[src/ftvd_pkg.sv]
// ----------------------------------------------------------------------------
// ftvd_pkg
// shared constants and types of the fan triangulator with vertex dedup
// ----------------------------------------------------------------------------
package ftvd_pkg;

  localparam int unsigned TABLE_DEPTH = 4096;
  localparam int unsigned INDEX_BITS  = 21;
  localparam int unsigned FIELD_W     = 21;
  localparam int unsigned VIDX_W      = 12;
  localparam int unsigned ADDR_W      = $clog2(TABLE_DEPTH);
  localparam int unsigned CNT_W       = $clog2(TABLE_DEPTH + 1);

  localparam logic [1:0] POS_START = 2'd0;
  localparam logic [1:0] POS_SAT   = 2'd2;

  typedef logic [INDEX_BITS-1:0] index_t;

  typedef struct packed {
    index_t n;
    index_t t;
    index_t p;
  } key_t;

  typedef struct packed {
    logic [FIELD_W-1:0] position_index;
    logic [FIELD_W-1:0] texcoord_index;
    logic [FIELD_W-1:0] normal_index;
    logic               first_of_face;
    logic               new_object;
  } corner_t;

  typedef struct packed {
    logic [VIDX_W-1:0]  vertex_index;
    logic               is_new_vertex;
    logic [FIELD_W-1:0] position_slot;
    logic [FIELD_W-1:0] texcoord_slot;
    logic [FIELD_W-1:0] normal_slot;
    logic               table_full;
    logic               last_of_run;
  } result_t;

  typedef enum logic [1:0] {
    SEL_FIRST    = 2'd0,
    SEL_CURRENT  = 2'd1,
    SEL_PREVIOUS = 2'd2
  } lookup_sel_e;

  typedef struct packed {
    logic take_item;
    logic read_entry;
    logic check_entry;
    logic append;
    logic emit;
  } cmd_t;

  typedef struct packed {
    logic emits;
    logic scan_end;
    logic hit;
    logic last_lookup;
    logic out_free;
  } status_t;

endpackage

[src/ftvd_ctrl.sv]
// ----------------------------------------------------------------------------
// ftvd_ctrl
// sequencer: corner intake, table scan per lookup, result hand-off
// ----------------------------------------------------------------------------
module ftvd_ctrl (
  input  logic             clk_i,
  input  logic             rst_ni,
  input  logic             in_valid_i,
  input  ftvd_pkg::status_t status_i,
  output logic             in_ready_o,
  output ftvd_pkg::cmd_t    cmd_o
);
  import ftvd_pkg::*;

  typedef enum logic [3:0] {
    ST_IDLE  = 4'b0001,
    ST_SCAN  = 4'b0010,
    ST_CHECK = 4'b0100,
    ST_EMIT  = 4'b1000
  } state_e;

  state_e state_q, state_d;

  assign in_ready_o = (state_q == ST_IDLE);

  always_comb begin
    state_d = state_q;
    cmd_o   = '0;
    case (state_q)
      ST_IDLE: begin
        if (in_valid_i) begin
          cmd_o.take_item = 1'b1;
          if (status_i.emits) begin
            state_d = ST_SCAN;
          end
        end
      end
      ST_SCAN: begin
        if (status_i.scan_end) begin
          cmd_o.append = 1'b1;
          state_d      = ST_EMIT;
        end else begin
          cmd_o.read_entry = 1'b1;
          state_d          = ST_CHECK;
        end
      end
      ST_CHECK: begin
        cmd_o.check_entry = 1'b1;
        state_d = status_i.hit ? ST_EMIT : ST_SCAN;
      end
      ST_EMIT: begin
        if (status_i.out_free) begin
          cmd_o.emit = 1'b1;
          state_d = status_i.last_lookup ? ST_IDLE : ST_SCAN;
        end
      end
      default: begin
        state_d = ST_IDLE;
      end
    endcase
  end

  always_ff @(posedge clk_i or negedge rst_ni) begin
    if (!rst_ni) begin
      state_q <= ST_IDLE;
    end else begin
      state_q <= state_d;
    end
  end

endmodule

[config.mk]
export PLATFORM = sky130hd
export DESIGN_NAME = ftvd_ctrl
export DESIGN_NICKNAME = d
export VERILOG_FILES = /design/src/ftvd_pkg.sv /design/src/ftvd_ctrl.sv
export SDC_FILE = /design/constraint.sdc
export NUM_CORES = 1
export LEC_CHECK = 0
export BUFFER_PORTS_ARGS = -buffer_cell sky130_fd_sc_hd__buf_2
export CAP_MARGIN = 20
export CORE_AREA = 2 2 39 41
export CTS_BUF_LIST = sky130_fd_sc_hd__clkbuf_2
export CTS_CLUSTER_SIZE = 30
export DETAILED_ROUTE_END_ITERATION = 7
export DIE_AREA = 0 0 41 43
export MAX_ROUTING_LAYER = met4
export SLEW_MARGIN = 20
export SYNTH_ARGS = -nofsm -noshare
export SYNTH_HDL_FRONTEND = slang
export SYNTH_SLANG_ARGS = --single-unit
export TNS_END_PERCENT = 20
[constraint.sdc]
create_clock -name clk_i -period 1.3 [get_ports clk_i]
set_input_delay 0.195 -clock clk_i [delete_from_list [all_inputs] [get_ports clk_i]]
set_output_delay 0.195 -clock clk_i [all_outputs]
set_load 0.01 [all_outputs]
**After elaboration in Yosys (flattened, before gate mapping)**

Cells that the tools add are included.
Widths: inputs -> output; s select.

- Register bits after elaboration: 4
- Bits in latches: 0
- Memory bits (writable): 0
- Memory bits (read-only): 0
- Output and inout bits: 6
- Word-level logic and storage cells: 25
- Memories: 0

- $add $sub $neg: 0
- $mul: 0
- Divide/modulo/power cells: 0
- $lt $le $gt $ge: 0
- Equal/unequal tests: 7
- Shift operators: 0
- Mux-type cells: 16
- Bitwise operators: 0
- Reductions and logical operators: 1

Operator list:

| operator | number |
|---|---|
| $mux 4 | 5 |
| $pmux 4 s4 | 1 |
| $mux 1 | 9 |
| $ne 2x2->1 const B | 3 |
| $eq 4x1->1 const B | 1 |
| $eq 4x2->1 const B | 1 |
| $eq 4x3->1 const B | 1 |
| $eq 4x4->1 const B | 1 |
| $reduce_and 3->1 | 1 |
| $mux 2 | 1 |

**Logic depth before layout (Yosys ltp)**

Gate-level depths: netlist of run 1.

- Depth in word-level cells: 3
- Mapped depth: 4
- Gate-level depth less buffers: 3

**Worst setup path after synthesis of run 1**

No wires, ideal clock.

- Path kind: register -> output
- Start point: reg state_q[0]
- End point: out cmd_o[4] (netlist name)
- Arrival: 1.297 ns
- Required time: 1.105 ns
- Setup slack: -0.192 ns
- Stages on the path, launching flop included: 3
- Cells stage by stage: dfstp_2 nor4b_1 and2_1

RTL lines:

| what | RTL line | RTL |
|---|---|---|
| start, declared | ftvd_ctrl.sv:22 | `state_e state_q, state_d;` |
| start signal, assigned | ftvd_ctrl.sv:67 | `state_q <= state_d;` |
| end, declared | ftvd_ctrl.sv:11 | `output ftvd_pkg::cmd_t cmd_o` |

==> flow_metrics.env, run 1 <==
export IMPL_dieArea_um2=1760
export IMPL_seq_area_um2=105
export IMPL_netlist_instances=33
export IMPL_busiest_layer="met2"
export IMPL_avgSynthCellArea_um2=8.30
export IMPL_grt_start_max_net_pins=8
export IMPL_start_util_pct=19.8
export IMPL_multi_input_area_um2=185
export IMPL_portBuffers=13
export IMPL_required_ns=1.11
export IMPL_grt_pass1_vias=282
export IMPL_cp_arrival_ns=1.24
export IMPL_period_needed_ns=1.44
export IMPL_syn_cell_area_um2=274
export IMPL_fmax_mhz=694
export IMPL_crit_fanout=6
export IMPL_post_dp_hpwl_um=542
export IMPL_met3_usage_pct=1.57
export IMPL_clockBufferDepth=2
export IMPL_core_um2=1380
export IMPL_worstSkewPairLatency_ns=0.21
export IMPL_hold_class="primary input to flop"
export IMPL_num_vias=290
export IMPL_ant_nets=0
export IMPL_fin_nets=60
export IMPL_first_iter_violations=8
export IMPL_grt_overflow=0
export IMPL_root_buffer="clkbuf_2"
export IMPL_cp_end_kind="output port"
export IMPL_fillers=155
export IMPL_fp_dieH_um=43
export IMPL_antenna_found_initial=0
export IMPL_holdPathStages=2
export IMPL_regToRegEndpoint="state_q[1]"
export IMPL_hold_path_end="state_q[2]"
export IMPL_vias_per_cell=4.33
export IMPL_power_density_nw_per_um2=1440
export IMPL_yosysUniqueCellTypes=18
export IMPL_final_hold_violation_count=0
export IMPL_area_delta_synth_final_pct=54.8
export IMPL_min_from="status_i[3]"
export IMPL_ioPinCount=14
export IMPL_r2r_setup_slack_ns=0.11
export IMPL_reg_largest_list="state_q x4"
export IMPL_setup_violations_final=6
export IMPL_gr_usage_met2_pct=14.1
export IMPL_start_kind="flop"
export IMPL_cts_sinks=4
export IMPL_largest_reg_flops=4
export IMPL_ys_ff_latch=4
export IMPL_die_x_um=41
export IMPL_r2r_start="state_q[0]"
export IMPL_drive_gt1_share_pct=51.0
export IMPL_fin_ws_ns=-0.140
export IMPL_wl_per_cell_um=10.5
export IMPL_synth_warnings=0
export IMPL_grt_use_total_pct=10.2
export IMPL_cts_inserted_buffers=3
export IMPL_regMostFlops="state_q"
export IMPL_dr_pass1_iters=4
export IMPL_fin_skew_ns=0.0101
export IMPL_grt_pass1_wl_um=1160
export IMPL_maxSlewHeadroom_pct=80.3
export IMPL_period_share_pct=111
export IMPL_pre_cts_ws_ns=0.0407
export IMPL_syn_nets=41
export IMPL_peakVddDrop_v=0.000429
export IMPL_gp_congestion=0.688
export IMPL_status="finished with violations"
export IMPL_path_clk_slew_ns=0.04
export IMPL_remaining_drc_errors=0
export IMPL_critPathKind="flop to output port"
export IMPL_hold_slack_ns=0.157
export IMPL_cts_tree="built"
export IMPL_grt_met1_usage_pct=11.7
export IMPL_num_rows=14
export IMPL_worst_slew_pin_transition_ns=0.291
export IMPL_violations="setup timing"
export IMPL_n_antenna_cell=0
export IMPL_drt_wl_total_um=701
export IMPL_leakagePower_nw=0.226
export IMPL_cap_violations=0
export IMPL_ys_seq_area_share_pct=37.0
export IMPL_worst_r2r_cell_count=4
export IMPL_grt_setup_unrepaired="yes"
export IMPL_h_tree_depth=1
export IMPL_drv_slew=0
placed cells by master, fill, tap and decap left out, drive strengths merged:
cell         Yosys  layout
dfrtp            3       3
o311ai           1       1
nand2            2       2
nor2b            3       3
dfstp            1       1
nor4b            2       2
and4b            1       1
a21o             1       1
o21ai            1       1
buf              1      14
a211oi           1       1
a221oi           1       1
and2             3       3
inv              3       3
nor2             5       5
and3             1       1
dlygate4sd3      0       1
nand3            2       2
a22o             1       1
clkbuf           0       4
Yosys cell counts:
library cell,n,area share (%)
and3_1,1,2.3
o21ai_0,1,1.8
nor4b_1,2,6.4
buf_4,1,2.7
a211oi_1,1,2.7
a221oi_1,1,3.2
a22o_1,1,3.2
dfrtp_1,3,27
and4b_1,1,3.7
o311ai_1,1,3.2
nor2b_1,3,6.9
nor2_1,5,6.9
nand3_1,2,3.7
and2_1,3,6.9
a21o_1,1,2.7
inv_1,3,4.1
nand2_1,2,2.7
dfstp_2,1,9.6
cell families after synthesis:
family                 count (synthesis)  synth area share, %
DFF                                    4                 37.0
buffers and inverters                  4                 6.85
AOI/OAI and AO/OA                      6                 16.9
and+or+nand+nor                       19                 39.3
worst max-delay path, stage by stage (launching register included):
cell and delay, ns:
dfstp_2 0.57, nor4b_4 0.21, and2_1 0.15, buf_2 0.12
worst max path at each step:
| stage | start | end | slack [ns] | cells after the start |
|---|---|---|---|---|
| after global routing | state_q[3] | cmd_o[4] | -0.23 | 3 |
| after global placement | state_q[0] | cmd_o[4] | 0.06 | 3 |
| after floorplan | state_q[0] | cmd_o[4] | 0.07 | 2 |
| final | state_q[0] | cmd_o[4] | -0.14 | 3 |
| after detailed placement | state_q[0] | cmd_o[4] | 0.04 | 3 |
| after CTS | state_q[0] | cmd_o[4] | -0.17 | 3 |
through the flow:
stage,instance area (µm²),std cells,utilization (%),setup TNS (ns),total power [mW]
2_1_floorplan,289,33,-,0,0.368
3_3_place_gp,367,61,26.5,0,0.442
3_5_place_dp,367,61,26.5,0,0.444
4_1_cts,410,67,29.7,-0.633,0.616
5_1_grt,424,67,30.7,-1.03,0.672
6_report,424,67,30.7,-0.441,0.609
cell type report:
cell class                 instances  area share (%)
multi-input combinational         25            43.7
sequential                         4            24.8
timing repair buffer              15            19.5
clock buffer                       4            4.72
tap                               16            4.72
inverter                           3            2.65
repair_timing:
| item | in CTS | in global routing |
|---|---|---|
| hold buffers | 1 | 0 |
| resized for setup | 4 | 3 |
| endpoints found under the hold margin | 4 | 0 |
| pin swaps | 0 | 2 |
| setup buffers | 1 | 0 |
| setup endpoints to repair | 6 | 7 |
layer usage:
metal  vias up  routed length (µm)
li1        152                   -
met3         0                  37
met1       129                 316
met5         -                   0
met4         0                   0
met2         9                 347
power by group:
part	internal [mW]	leakage [nW]	switching [mW]
sequential	0.165	0.0470	0.0520
combinational	0.146	0.162	0.108
clock	0.0813	0.0166	0.0564
Note: power is estimated with default switching activity, not from simulation.
==> run 2, diff against run 1 <==
ABC_AREA = 1   (was not set)
==> flow_metrics.env, run 2 <==
export IMPL_gp_congestion=0.708
export IMPL_cap_violations=0
export IMPL_synth_warnings=0
export IMPL_core_um2=1380
export IMPL_grt_pass1_wl_um=1170
export IMPL_period_needed_ns=1.37
export IMPL_worst_slew_pin_transition_ns=0.249
export IMPL_grt_use_total_pct=10.6
export IMPL_cp_end_kind="output port"
export IMPL_multi_input_area_um2=184
export IMPL_wl_per_cell_um=8.17
export IMPL_final_hold_violation_count=0
export IMPL_area_delta_synth_final_pct=44.6
export IMPL_grt_pass1_vias=305
export IMPL_fin_ws_ns=-0.0657
export IMPL_leakagePower_nw=0.263
export IMPL_h_tree_depth=1
export IMPL_crit_fanout=4
export IMPL_synth_ff_type="dfrtp_1"
export IMPL_fin_nets=77
export IMPL_dr_pass1_iters=2
export IMPL_synth_top_cell_area_share_pct=23.3
export IMPL_antenna_found_initial=0
export IMPL_hold_class="primary input to flop"
export IMPL_ys_top_cells_by_count="nand2_1 (12), inv_1 (8), nor2_1 (7)"
export IMPL_regMostFlops="state_q"
export IMPL_ys_ff_latch=4
export IMPL_syn_nets=57
export IMPL_remaining_drc_errors=0
export IMPL_ys_seq_area_share_pct=31.4
export IMPL_yosysUniqueCellTypes=14
export IMPL_fp_dieH_um=43
export IMPL_portBuffers=13
export IMPL_required_ns=1.11
export IMPL_hold_slack_ns=0.163
export IMPL_synth_edff_count=0
export IMPL_async_flop_share_pct=100
export IMPL_peakVddDrop_v=0.000769
export IMPL_yosysMostFrequentCell="nand2_1"
export IMPL_die_x_um=41
export IMPL_drv_slew=0
export IMPL_worstSkewPairLatency_ns=0.21
export IMPL_period_share_pct=105
export IMPL_grt_start_max_net_pins=5
export IMPL_fmax_mhz=732
export IMPL_synth_top_cell_by_area="dfrtp_1"
export IMPL_avgSynthCellArea_um2=6.59
export IMPL_grt_setup_unrepaired="yes"
export IMPL_vias_per_cell=3.94
export IMPL_place_area_um2=400
export IMPL_mostFrequentLayoutCell="buf_2"
export IMPL_n_antenna_cell=0
export IMPL_largest_reg_flops=4
export IMPL_ioPinCount=14
export IMPL_path_clk_slew_ns=0.05
export IMPL_status="finished with violations"
export IMPL_power_density_nw_per_um2=2030
export IMPL_num_rows=14
export IMPL_violations="setup timing"
export IMPL_mostFrequentLayoutCells="buf_2 (12), nand2_1 (11)"
export IMPL_netlist_instances=49
export IMPL_post_dp_hpwl_um=531
export IMPL_reg_largest_list="state_q x4"
export IMPL_cts_inserted_buffers=3
export IMPL_setup_violations_final=3
export IMPL_fillers=161
export IMPL_dieArea_um2=1760
export IMPL_ant_nets=0
export IMPL_cp_arrival_ns=1.17
export IMPL_first_iter_violations=2
export IMPL_maxSlewHeadroom_pct=83.3
export IMPL_root_buffer="clkbuf_2"
export IMPL_drt_wl_total_um=686
export IMPL_syn_cell_area_um2=323
export IMPL_num_vias=331
export IMPL_clockBufferDepth=2
export IMPL_fin_util_pct=33.7
export IMPL_grt_overflow=0
export IMPL_start_kind="flop"
export IMPL_fin_skew_ns=0.00387
export IMPL_synthTopCellsByArea="dfrtp_1 (23%), nand2_1 (14%), nand2_2 (9.7%)"
export IMPL_fin_area_um2=467
export IMPL_critPathKind="flop to output port"
export IMPL_cts_tree="built"
export IMPL_cts_sinks=4
export IMPL_drive_gt1_share_pct=57.4
export IMPL_start_util_pct=23.3
export IMPL_seq_area_um2=101
-- run 2: changes by cell type after synthesis, sizes merged, moves of 2 or more --
cell   before  now
nand2       2   18
inv         3   12
nor2        5   10
and2        3    0
nor2b       3    0
nand3       2    0
nor3        0    2
nor4b       2    0
-- run 2: logic make-up (layout without fill, tap and decap cells) --
| group | count (synthesis) | count (layout) | share of synthesized area, % |
|---|---|---|---|
| buf+inv | 13 | 32 | 16.3 |
| simple gates | 30 | 30 | 47.3 |
| flops | 4 | 4 | 31.4 |
| compound gates | 2 | 2 | 5.04 |
-- run 2: stage by stage --
| step | power (mW) | TNS (ns) | setup WS, ns | std cells |
|---|---|---|---|---|
| 2_1_floorplan | 0.608 | 0 | 0.128 | 49 |
| 3_3_place_gp | 0.703 | 0 | 0.121 | 77 |
| 3_5_place_dp | 0.713 | 0 | 0.109 | 77 |
| 4_1_cts | 0.945 | -0.182 | -0.0698 | 84 |
| 5_1_grt | 1.04 | -0.543 | -0.156 | 84 |
| 6_report | 0.949 | -0.186 | -0.0657 | 84 |
-- run 2: where the power goes --
part	switching, mW	leakage, nW	internal [mW]	total (mW)
clock network	0.0547	0.0166	0.0813	0.136
registers	0.0337	0.0508	0.182	0.216
logic	0.354	0.195	0.244	0.598
-- run 2: path summary, 6_finish.rpt --
kind | endpoint | slack, ns | startpoint | cells past startpoint
max | cmd_o[4] | -0.07 | state_q[0] | 5
min | state_q[2] | 0.16 | status_i[3] | 2
max reg2reg | state_q[1] | 0.11 | state_q[0] | 8
min reg2reg | state_q[2] | 0.69 | state_q[1] | 4
max in group asynchronous | state_q[0] | 0.78 | rst_ni | 2
min in group asynchronous | state_q[1] | 0.31 | rst_ni | 2
-- run 2: worst max-delay path, stage by stage, from the launching register on --
cell	delay, ns
dfstp_2	0.54
nand2_2	0.06
nor2_4	0.12
inv_2	0.05
nor2_1	0.07
buf_2	0.13
-- run 2: what timing repair did --
item | CTS | global route
pin swaps | 2 | 0
endpoints found under the setup margin | 4 | 6
buffers inserted | 2 | 0
endpoints found under the hold margin | 4 | 0
hold buffers | 1 | 0
resized for setup | 5 | 2
-- run 2: area by class of cell --
class | count | area share (%)
inverter | 12 | 9.65
timing repair buffer | 16 | 20.6
multi-input combinational | 32 | 39.4
sequential | 4 | 21.7
clock buffer | 4 | 4.29
tap | 16 | 4.29
-- run 2: layer usage --
metal	vias up	global-route usage, %	share of wire (%)
met4	0	8.00	0
li1	178	-	-
met1	143	11.1	39
met5	-	-	0
met2	10	15.9	53
met3	0	3.14	7.7
